==> config.mk <==
export PLATFORM = sky130hd
export DESIGN_NAME = matrix_keypad_scanner
export DESIGN_NICKNAME = d
export VERILOG_FILES = /design/src/rtl/core/kpd_pkg.sv /design/src/rtl/core/matrix_keypad_scanner.sv /design/src/rtl/core/kpd_core.sv /design/src/rtl/core/kpd_out_reg.sv
export VERILOG_INCLUDE_DIRS = /design/src /design/src/rtl/core
export SDC_FILE = /design/constraint.sdc
export NUM_CORES = 1
export LEC_CHECK = 0
export BUFFER_PORTS_ARGS = -buffer_cell sky130_fd_sc_hd__buf_4
export CORE_MARGIN = 2
export CORE_UTILIZATION = 55
export DETAILED_ROUTE_END_ITERATION = 10
export PLACE_DENSITY = 0.82
export SLEW_MARGIN = 10
export SYNTH_ARGS = -nofsm -noshare
export SYNTH_HDL_FRONTEND = slang
export SYNTH_SLANG_ARGS = --single-unit
==> constraint.sdc <==
create_clock -name clock -period 3.3 [get_ports clock]
set_input_delay 0.495 -clock clock [delete_from_list [all_inputs] [get_ports clock]]
set_output_delay 0.495 -clock clock [all_outputs]
set_load 0.05 [all_outputs]
==> src/rtl/core/matrix_keypad_scanner_macros.svh <==
// ---------------------------------------------------------------------------
// Keypad scanner assertion macros
// Concurrent check helpers, compiled out for synthesis.
// ---------------------------------------------------------------------------
`ifndef MATRIX_KEYPAD_SCANNER_MACROS_SVH
`define MATRIX_KEYPAD_SCANNER_MACROS_SVH

`ifndef SYNTHESIS
// same-cycle implication, checked out of reset
`define KPD_ASSERT_NOW(label, clk, rst, ante, cons) \
   label: assert property (@(posedge clk) disable iff (rst) (ante) |-> (cons)) \
      else $error("keypad scanner check failed");
// next-cycle implication, checked out of reset
`define KPD_ASSERT_NEXT(label, clk, rst, ante, cons) \
   label: assert property (@(posedge clk) disable iff (rst) (ante) |=> (cons)) \
      else $error("keypad scanner check failed");
`else
`define KPD_ASSERT_NOW(label, clk, rst, ante, cons)
`define KPD_ASSERT_NEXT(label, clk, rst, ante, cons)
`endif

`endif

==> src/rtl/core/kpd_pkg.sv <==
// ---------------------------------------------------------------------------
// Keypad scanner package
// Shared types, command codes, the number key table and the letter base.
// ---------------------------------------------------------------------------
package kpd_pkg;

   typedef enum logic [1:0] {
      CMD_TICK   = 2'd0,
      CMD_TOGGLE = 2'd1,
      CMD_SET    = 2'd2
   } cmd_type;

   typedef enum logic {
      CSR_DEBOUNCE    = 1'b0,
      CSR_INIT_LAYOUT = 1'b1
   } csr_index_type;

   localparam logic [15:0] DEBOUNCE_RESET = 16'd20;
   localparam logic        LAYOUT_RESET   = 1'b0;

   // result beat
   typedef struct packed {
      logic [3:0] row_drive;
      logic       key_valid;
      logic [6:0] key_code;
      logic       layout_now;
   } rsp_type;

   localparam logic [6:0] NUMBER_KEYS [16] = '{
      7'h37, 7'h38, 7'h39, 7'h2F,   // 7 8 9 /
      7'h34, 7'h35, 7'h36, 7'h2A,   // 4 5 6 *
      7'h31, 7'h32, 7'h33, 7'h2D,   // 1 2 3 -
      7'h23, 7'h30, 7'h3D, 7'h2B    // # 0 = +
   };

   localparam logic [6:0] LETTER_BASE = 7'h41;

   function automatic logic [6:0] key_of(input logic layout, input logic [1:0] row,
                                         input logic [1:0] col);
      logic [3:0] pos;
      pos = {row, col};
      if (layout) begin
         key_of = LETTER_BASE + {3'b000, pos};
      end else begin
         key_of = NUMBER_KEYS[pos];
      end
   endfunction

endpackage

==> src/rtl/core/matrix_keypad_scanner.sv <==
// ---------------------------------------------------------------------------
// Matrix keypad scanner (4x4)
// Result: a result beat is registered and appears the cycle after its command beat.
// Throughput: one command beat per cycle unless rsp_stall holds the result.
// Reset: synchronous; scan at row 0 column 0, layout numbers, debounce 20.
// ---------------------------------------------------------------------------
`include "matrix_keypad_scanner_macros.svh"

module matrix_keypad_scanner
   import kpd_pkg::*;
(
   input  logic        clock,
   input  logic        reset,
   // command channel
   input  logic        req_valid,
   output logic        req_stall,
   input  logic [1:0]  req_command,
   input  logic [3:0]  req_column_levels,
   input  logic        req_layout_value,
   // result channel
   output logic        rsp_valid,
   input  logic        rsp_stall,
   output logic [3:0]  rsp_row_drive,
   output logic        rsp_key_valid,
   output logic [6:0]  rsp_key_code,
   output logic        rsp_layout_now,
   // register write port
   input  logic        csr_we,
   input  logic        csr_index,
   input  logic [15:0] csr_wdata
);

   logic [15:0] debounce_ff;
   logic        accept;
   logic        out_busy;
   rsp_type     step_result;
   rsp_type     out_data;

   // Debounce count register. The initial-layout register is write-only in
   // effect: reset always restores it to numbers before the layout loads, so
   // the scan core takes the reset constant directly and a write there is
   // accepted and dropped.
   always_ff @(posedge clock) begin
      if (reset) begin
         debounce_ff <= DEBOUNCE_RESET;
      end else if (csr_we && (csr_index == CSR_DEBOUNCE)) begin
         debounce_ff <= csr_wdata;
      end
   end

   // Accept a command beat whenever the result register is free or drains
   // in this same cycle.
   assign req_stall = out_busy;
   assign accept    = req_valid && !out_busy;

   // Scan state and one-pass step: state advances on every accepted beat.
   kpd_core u_core (
      .clock    (clock),
      .reset    (reset),
      .step_en  (accept),
      .cmd      (req_command),
      .cols     (req_column_levels),
      .lay      (req_layout_value),
      .debounce (debounce_ff),
      .result   (step_result)
   );

   // Result register parts the two channels.
   kpd_out_reg u_out (
      .clock     (clock),
      .reset     (reset),
      .load      (accept),
      .load_data (step_result),
      .out_stall (rsp_stall),
      .busy      (out_busy),
      .out_valid (rsp_valid),
      .out_data  (out_data)
   );

   assign rsp_row_drive  = out_data.row_drive;
   assign rsp_key_valid  = out_data.key_valid;
   assign rsp_key_code   = out_data.key_code;
   assign rsp_layout_now = out_data.layout_now;

   // exactly one row driven low
   `KPD_ASSERT_NOW(a_one_row_low, clock, reset, rsp_valid, $onehot(~rsp_row_drive))
   // a released key always carries a printable code, idle beats carry zero
   `KPD_ASSERT_NOW(a_code_on_key, clock, reset, rsp_valid && rsp_key_valid,
                   rsp_key_code >= 7'h23)
   `KPD_ASSERT_NOW(a_code_idle, clock, reset, rsp_valid && !rsp_key_valid,
                   rsp_key_code == 7'd0)
   // an accepted beat always lands in the result register
   `KPD_ASSERT_NEXT(a_accept_lands, clock, reset, req_valid && !req_stall, rsp_valid)

endmodule

==> src/rtl/core/kpd_core.sv <==
// ---------------------------------------------------------------------------
// Keypad scanner core
// Scan state and the single-pass step logic for one command beat.
// ---------------------------------------------------------------------------
module kpd_core
   import kpd_pkg::*;
(
   input  logic        clock,
   input  logic        reset,
   input  logic        step_en,
   input  logic [1:0]  cmd,
   input  logic [3:0]  cols,
   input  logic        lay,
   input  logic [15:0] debounce,
   output rsp_type     result
);

   logic        layout_ff, layout_in;
   logic [1:0]  row_ff, row_in;
   logic [1:0]  col_ff, col_in;
   logic        wait_ff, wait_in;
   logic [15:0] settle_ff, settle_in;
   logic [6:0]  held_ff, held_in;
   logic        col_high;
   logic        advance;
   logic        key_valid;

   assign col_high = cols[col_ff];

   always_comb begin
      layout_in = layout_ff;
      wait_in   = wait_ff;
      settle_in = settle_ff;
      held_in   = held_ff;
      advance   = 1'b0;
      key_valid = 1'b0;
      case (cmd)
         CMD_TICK: begin
            if (wait_ff) begin
               if (col_high) begin
                  key_valid = 1'b1;
                  wait_in   = 1'b0;
                  advance   = 1'b1;
               end
            end else if (settle_ff < debounce) begin
               settle_in = settle_ff + 16'd1;
            end else if (!col_high) begin
               held_in = key_of(layout_ff, row_ff, col_ff);
               wait_in = 1'b1;
            end else begin
               advance = 1'b1;
            end
         end
         CMD_TOGGLE: layout_in = ~layout_ff;
         CMD_SET:    layout_in = lay;
         default:    layout_in = layout_ff;
      endcase

      // step to the next column, wrapping into the next row
      row_in = row_ff;
      col_in = col_ff;
      if (advance) begin
         settle_in = '0;
         col_in    = col_ff + 2'd1;
         if (col_ff == 2'd3) begin
            row_in = row_ff + 2'd1;
         end
      end

      result.row_drive  = ~(4'b0001 << row_in);
      result.key_valid  = key_valid;
      result.key_code   = key_valid ? held_ff : 7'd0;
      result.layout_now = layout_in;
   end

   always_ff @(posedge clock) begin
      if (reset) begin
         layout_ff <= LAYOUT_RESET;
         row_ff    <= '0;
         col_ff    <= '0;
         wait_ff   <= 1'b0;
         settle_ff <= '0;
         held_ff   <= '0;
      end else if (step_en) begin
         layout_ff <= layout_in;
         row_ff    <= row_in;
         col_ff    <= col_in;
         wait_ff   <= wait_in;
         settle_ff <= settle_in;
         held_ff   <= held_in;
      end
   end

endmodule

==> src/rtl/core/kpd_out_reg.sv <==
// ---------------------------------------------------------------------------
// Keypad scanner result register
// Holds one result beat; frees itself in the cycle the beat is taken.
// ---------------------------------------------------------------------------
module kpd_out_reg
   import kpd_pkg::*;
(
   input  logic    clock,
   input  logic    reset,
   input  logic    load,
   input  rsp_type load_data,
   input  logic    out_stall,
   output logic    busy,
   output logic    out_valid,
   output rsp_type out_data
);

   logic    valid_ff, valid_in;
   rsp_type data_ff;

   // full and not drained this cycle
   assign busy     = valid_ff && out_stall;
   assign valid_in = load || busy;

   always_ff @(posedge clock) begin
      if (reset) begin
         valid_ff <= 1'b0;
      end else begin
         valid_ff <= valid_in;
      end
   end

   always_ff @(posedge clock) begin
      if (load) begin
         data_ff <= load_data;
      end
   end

   assign out_valid = valid_ff;
   assign out_data  = data_ff;

endmodule

==> flow_summary.ini, run 1 <==
[clock_network]
cts_tree = done
insertion_delay_ns = 0.34
cts-buffers-inserted = 9
path_clk_slew_ns = 0.07
cts_setup_buffers = 0
htreeDepth = 3
cts-resized-gates = 0
clock_path_buffers = 2
clock-root-buffer = clkbuf_8
clock-sinks = 59
holdBufCountCts = 0

[flow_run]
maxCapViolCount = 0

[pwr]
ir_drop_mv = 0.313
switching_share = 0.234
powerDensity_nw_per_um2 = 433
combPwrFrac = 0.093
pwr-share-seq = 0.466
p_leak_nw = 1.47
power_frac_clock = 0.441
p_int_w = 0.00126
p_sw_w = 0.000384

[synthesis]
synth_cell_types = 49
synth_edf_count = 13
synth_area_leader_cell = dfxtp_1
ys_seq_elements = 59
synthFlopType = dfxtp_1
synth-seq-area-share = 0.408
syn_nets = 422
yosys-top-cells-count = 46 x dfxtp_1, 46 x nand2_1, 43 x a21oi_1
yosysTopAreaCellShare = 0.287
synth_area_sq_um = 3210
synth_cells = 367
yosysWarnings = 0
ys_async_sr_fraction = 0
avgSynthCellArea_sq_um = 8.75
synth_area_leaders = dfxtp_1 29%, edfxtp_1 12%, ha_1 10%

[placed_design]
hpwl_mm = 4.92
post-place-cells = 467
io_buffer_count = 43
gp_congestion = 0.914

[floorplan]
fp.dieArea_sq_um = 6470
coreArea_sq_um = 5570
die_w_um = 80.4
num_rows = 27
io_pins = 44
initial_utilization = 0.576
die_h_um = 80.4

[status]
status = completed

[sta]
tns_ns = 0
fmax_mhz = 396
slew_headroom = 0.549
maxSlewViolCount = 0
setup_viol = 0
fin_crit_sh = 0.765
hold_violations = 0
rsz0062_at_grt = no
min_period_ns = 2.52
skew_ns = 0.00836
worstMarginPinSlew_ns = 0.674
holdWs_ns = 0.356

[global_routing]
grt-ovfl-total = 0
grt_pass1_wl_mm = 11.4
grt_max_degree = 38
grt_pass1_vias = 2581
grt_use_total = 0.228
antenna_found_initial = 0

[setup_path]
cp.arrival_ns = 2.74
critPathMaxFanout = 11
end_kind = register
cp_data_required_time_ns = 3.51
worstSetupStartpointType = register
reg2regPathDepth = 5
rrSetupSlack_ns = 0.78
rr_endpoint = u_core.held_ff[2]
startpoint = u_core.col_ff[0]
crit_type = register to register
regToRegStartpoint = u_core.col_ff[0]

[drt]
vias = 2735
wl_per_cell_um = 14.0
drt_iter0_drc = 128
route.detailed.drc = 0
via_per_inst = 5.66
drtPass1Iterations = 4
drt_wl_total_mm = 6.75
antenna_left = 0

[layout]
fillCellCount = 484
drive_gt1_frac = 0.190
n_antenna_cell = 0
area_growth_syn_to_layout_pct = 18.3
stdcell_count = 483
layout.nets = 461

[min_path]
hp-start = csr_wdata[2]
hp-class = input pin to register
holdPathStages = 2
hold_end = debounce_ff[2]
## placed cells by master (no fill, tap or decap), types with 3 or more instances in the layout
master	synthesis	layout
nand3_1	15	15
a211oi_2	4	4
nor3_1	5	5
ha_1	26	26
edfxtp_1	13	13
o31ai_1	5	5
a21oi_1	43	43
clkbuf_8	0	10
mux2_2	3	3
nor2_1	20	20
dfxtp_1	46	46
nand2_1	46	46
or3_1	7	7
buf_4	1	48
and3_1	6	6
nand4_1	8	8
nand2b_1	4	4
o21ai_0	20	20
or4_1	5	5
mux2i_1	10	10
inv_1	23	23
and2_1	9	9
## flip-flops by register name (all words and copies together) (netlist names), 2 cells and up
| name | cells |
|---|---|
| u_core.row_ff | 2 |
| u_core.held_ff | 7 |
| u_core.settle_ff | 16 |
| u_out.out_data | 13 |
| debounce_ff | 16 |
| u_core.col_ff | 2 |
## worst max-delay path, cell delays in order, from the launching register on
cell and delay (ns):
dfxtp_1 0.48, mux4_2 0.63, or3_1 0.39, a31oi_2 0.56
mux2i_1 0.28, nor2_1 0.06
## per-stage QoR
step	util	cell area [sq um]	setup WS (ns)	power, W
2_1_floorplan	-	3210	0.537	0.000875
3_3_place_gp	0.642	3580	0.802	0.000930
3_5_place_dp	0.642	3580	0.737	0.000934
4_1_cts	0.682	3800	0.759	0.00165
5_1_grt	0.682	3800	0.574	0.00170
6_report	0.682	3800	0.776	0.00164
## kinds of logic after synthesis
kind of cell             Yosys count  share of synthesized area
AO/OA/AOI/OAI                     89                      0.171
XOR/XNOR                           1                    0.00273
adder cells (fa/ha/maj)           26                      0.101
buffers and inverters             44                     0.0537
flip-flops                        59                      0.408
multiplexers                      14                     0.0487
AND/OR/NAND/NOR                  134                      0.215
## worst max path at each step
stage	end	slack [ns]
2_1_floorplan	u_core.held_ff[6]	0.54
3_3_place_gp	u_core.held_ff[3]	0.80
3_5_place_dp	u_core.held_ff[2]	0.74
4_1_cts	u_core.held_ff[2]	0.76
5_1_grt	u_core.held_ff[6]	0.57
6_report	u_core.held_ff[2]	0.78
## layout make-up
cell class / instances / area [sq um] / share of cell area
repair buffers: 48 / 360 / 0.0948
well taps: 72 / 90.1 / 0.0237
flip-flops and latches: 59 / 1310 / 0.345
clock buffers: 11 / 141 / 0.0372
multi-input cells: 264 / 1730 / 0.455
clock inverters: 5 / 77.6 / 0.0204
inverters: 24 / 90.1 / 0.0237
## power by group through the flow
stage / Clock, W / Sequential [W] / Combinational [W]
2_1_floorplan: 0 / 0.000803 / 0.0000723
3_3_place_gp: 0 / 0.000782 / 0.000148
3_5_place_dp: 0 / 0.000782 / 0.000151
4_1_cts: 0.000734 / 0.000766 / 0.000153
5_1_grt: 0.000764 / 0.000768 / 0.000167
6_report: 0.000725 / 0.000766 / 0.000152
## metal layers
layer	vias up	wire length, um	global-route usage
met2	61	3470	0.401
met3	17	265	0.0528
met1	1268	2860	0.263
met5	-	0	0
li1	1389	-	-
met4	0	155	0.0966
Power figures use the tool's default switching activity.
==> inputs of run 2 (changes only) <==
- clock period: 3.3 -> 2.6 ns (I/O delays scaled with it)
==> run 2 against run 1 <==
Against the previous run:
- first-iteration DRC count grew 57%
- worst hold slack worse by 0.12 ns
- cell count rose by 1.4%
- critical path depth up 4
- clock skew decreased by 0.0026 ns
- flip-flop and latch count is the same
- non-clock buffer count increased by 7
- sequential power is 27% higher
- count of clock-buffer cells in the layout did not move
- worst setup slack got worse by 0.59 ns
- critical endpoint is now u_out.out_data[11]
==> flow_summary.ini, run 2 (same netlist as run 1, synthesis figures left out) <==
[status]
status = completed

[layout]
fillCellCount = 457
mostFrequentLayoutCell = buf_4
final-seq-area_sq_um = 1310
drive_gt1_frac = 0.211
final_cell_area_sq_um = 3840
area_growth_syn_to_layout_pct = 19.6
layout.nets = 468
layout_common_cells = 53 x buf_4, 46 x nand2_1, 46 x dfxtp_1
n_antenna_cell = 0
stdcell_count = 490
multiInputGateArea_sq_um = 1740

[drt]
via_per_inst = 5.87
vias = 2877
drt_iter0_drc = 201
drtPass1Iterations = 7
antenna_left = 0
drt_wl_total_mm = 7.38
route.detailed.drc = 0
wl_per_cell_um = 15.1

[clock_network]
clock_path_buffers = 2
clock-root-buffer = clkbuf_8
holdBufCountCts = 0
cts_tree = done
clock-sinks = 59
htreeDepth = 3
path_clk_slew_ns = 0.07
insertion_delay_ns = 0.35
cts-buffers-inserted = 9

[sta]
worstMarginPinSlew_ns = 0.635
fmax_mhz = 414
maxSlewViolCount = 0
slew_headroom = 0.576
hold_violations = 0
min_period_ns = 2.42
setup_viol = 0
tns_ns = 0
skew_ns = 0.00576
fin_ws_ns = 0.183
fin_crit_sh = 0.930

[floorplan]
die_w_um = 80.4
die_h_um = 80.4
fp.dieArea_sq_um = 6470
coreArea_sq_um = 5570
initial_utilization = 0.576
io_pins = 44
num_rows = 27

[setup_path]
startpoint = debounce_ff[15]
regToRegStartpoint = debounce_ff[15]
critPathMaxFanout = 3
crit_type = register to register
max_stage_delay_ns = 0.34
cp_slowest_cell = nor4_4
end_kind = register
cp_data_required_time_ns = 2.70
cp.arrival_ns = 2.51
worstSetupStartpointType = register
cp_cell_sequence = inv_1, ha_1, nand4_1, nor3_1, nor4_4, buf_4, and4_1, o21ai_0, mux2_2

[flow_run]
maxCapViolCount = 0

[min_path]
hp-start = csr_wdata[4]
hp-class = input pin to register

[global_routing]
antenna_found_initial = 0
grt_max_degree = 38
grt_pass1_vias = 2663
grt-ovfl-total = 0
grt_pass1_wl_mm = 12.0
grt_use_total = 0.240

[placed_design]
gp_congestion = 0.887
post-place-ws_ns = 0.149
hpwl_mm = 5.13
io_buffer_count = 43
postPlaceCellArea_sq_um = 3610
post-place-cells = 471

[pwr]
ir_drop_mv = 0.373
finalPower_w = 0.00199
powerDensity_nw_per_um2 = 518
p_leak_nw = 1.49
[run 2: path summary, 6_finish.rpt]
| check | to | slack [ns] | cells after the start |
|---|---|---|---|
| setup / recovery | u_out.out_data[11] | 0.18 | 9 |
| hold / removal | debounce_ff[4] | 0.24 | 2 |
| setup reg to reg | u_out.out_data[11] | 0.18 | 9 |
| hold reg to reg | debounce_ff[6] | 0.46 | 2 |
[run 2: layout make-up]
cell class                 count  share of cell area
tap                           72              0.0234
inverter                      24              0.0234
clock inverter                 5              0.0137
multi-input combinational    264               0.454
timing repair buffer          55               0.108
clock buffer                  11              0.0368
sequential                    59               0.341
[run 2: timing repair]
| action | CTS | global route |
|---|---|---|
| buffers inserted | 0 | 2 |
| resized for setup | 0 | 3 |
| endpoints found under the setup margin | 0 | 4 |
[run 2: metal layers]
layer  share of wire  wire length (um)  GRT usage
met1            0.41              3020      0.277
met2            0.51              3800      0.421
met3           0.050               368     0.0427
met4           0.027               197      0.124
met5               0                 0          0
[run 2: critical path, delay by kind of cell (launching register included)]
kind | cells | cell delay [ns]
multiplexers | 1 | 0.31
AO/OA/AOI/OAI | 1 | 0.13
AND/OR/NAND/NOR | 4 | 0.87
buffers and inverters | 2 | 0.22
flip-flops | 1 | 0.33
adder cells (fa/ha/maj) | 1 | 0.31
[run 2: power breakdown]
group | leakage, nW | internal [W] | total, W | switching (W)
Sequential | 0.494 | 0.000959 | 0.000973 | 0.0000142
Combinational | 0.900 | 0.0000786 | 0.000195 | 0.000117
Clock | 0.0991 | 0.000463 | 0.000824 | 0.000361
[run 2: through the flow]
step | hold slack, ns | utilization
after floorplan | 0.436 | -
after detailed placement | 0.447 | 0.648
after CTS | 0.236 | 0.683
after global placement | 0.443 | 0.648
after global routing | 0.237 | 0.690
final | 0.240 | 0.690
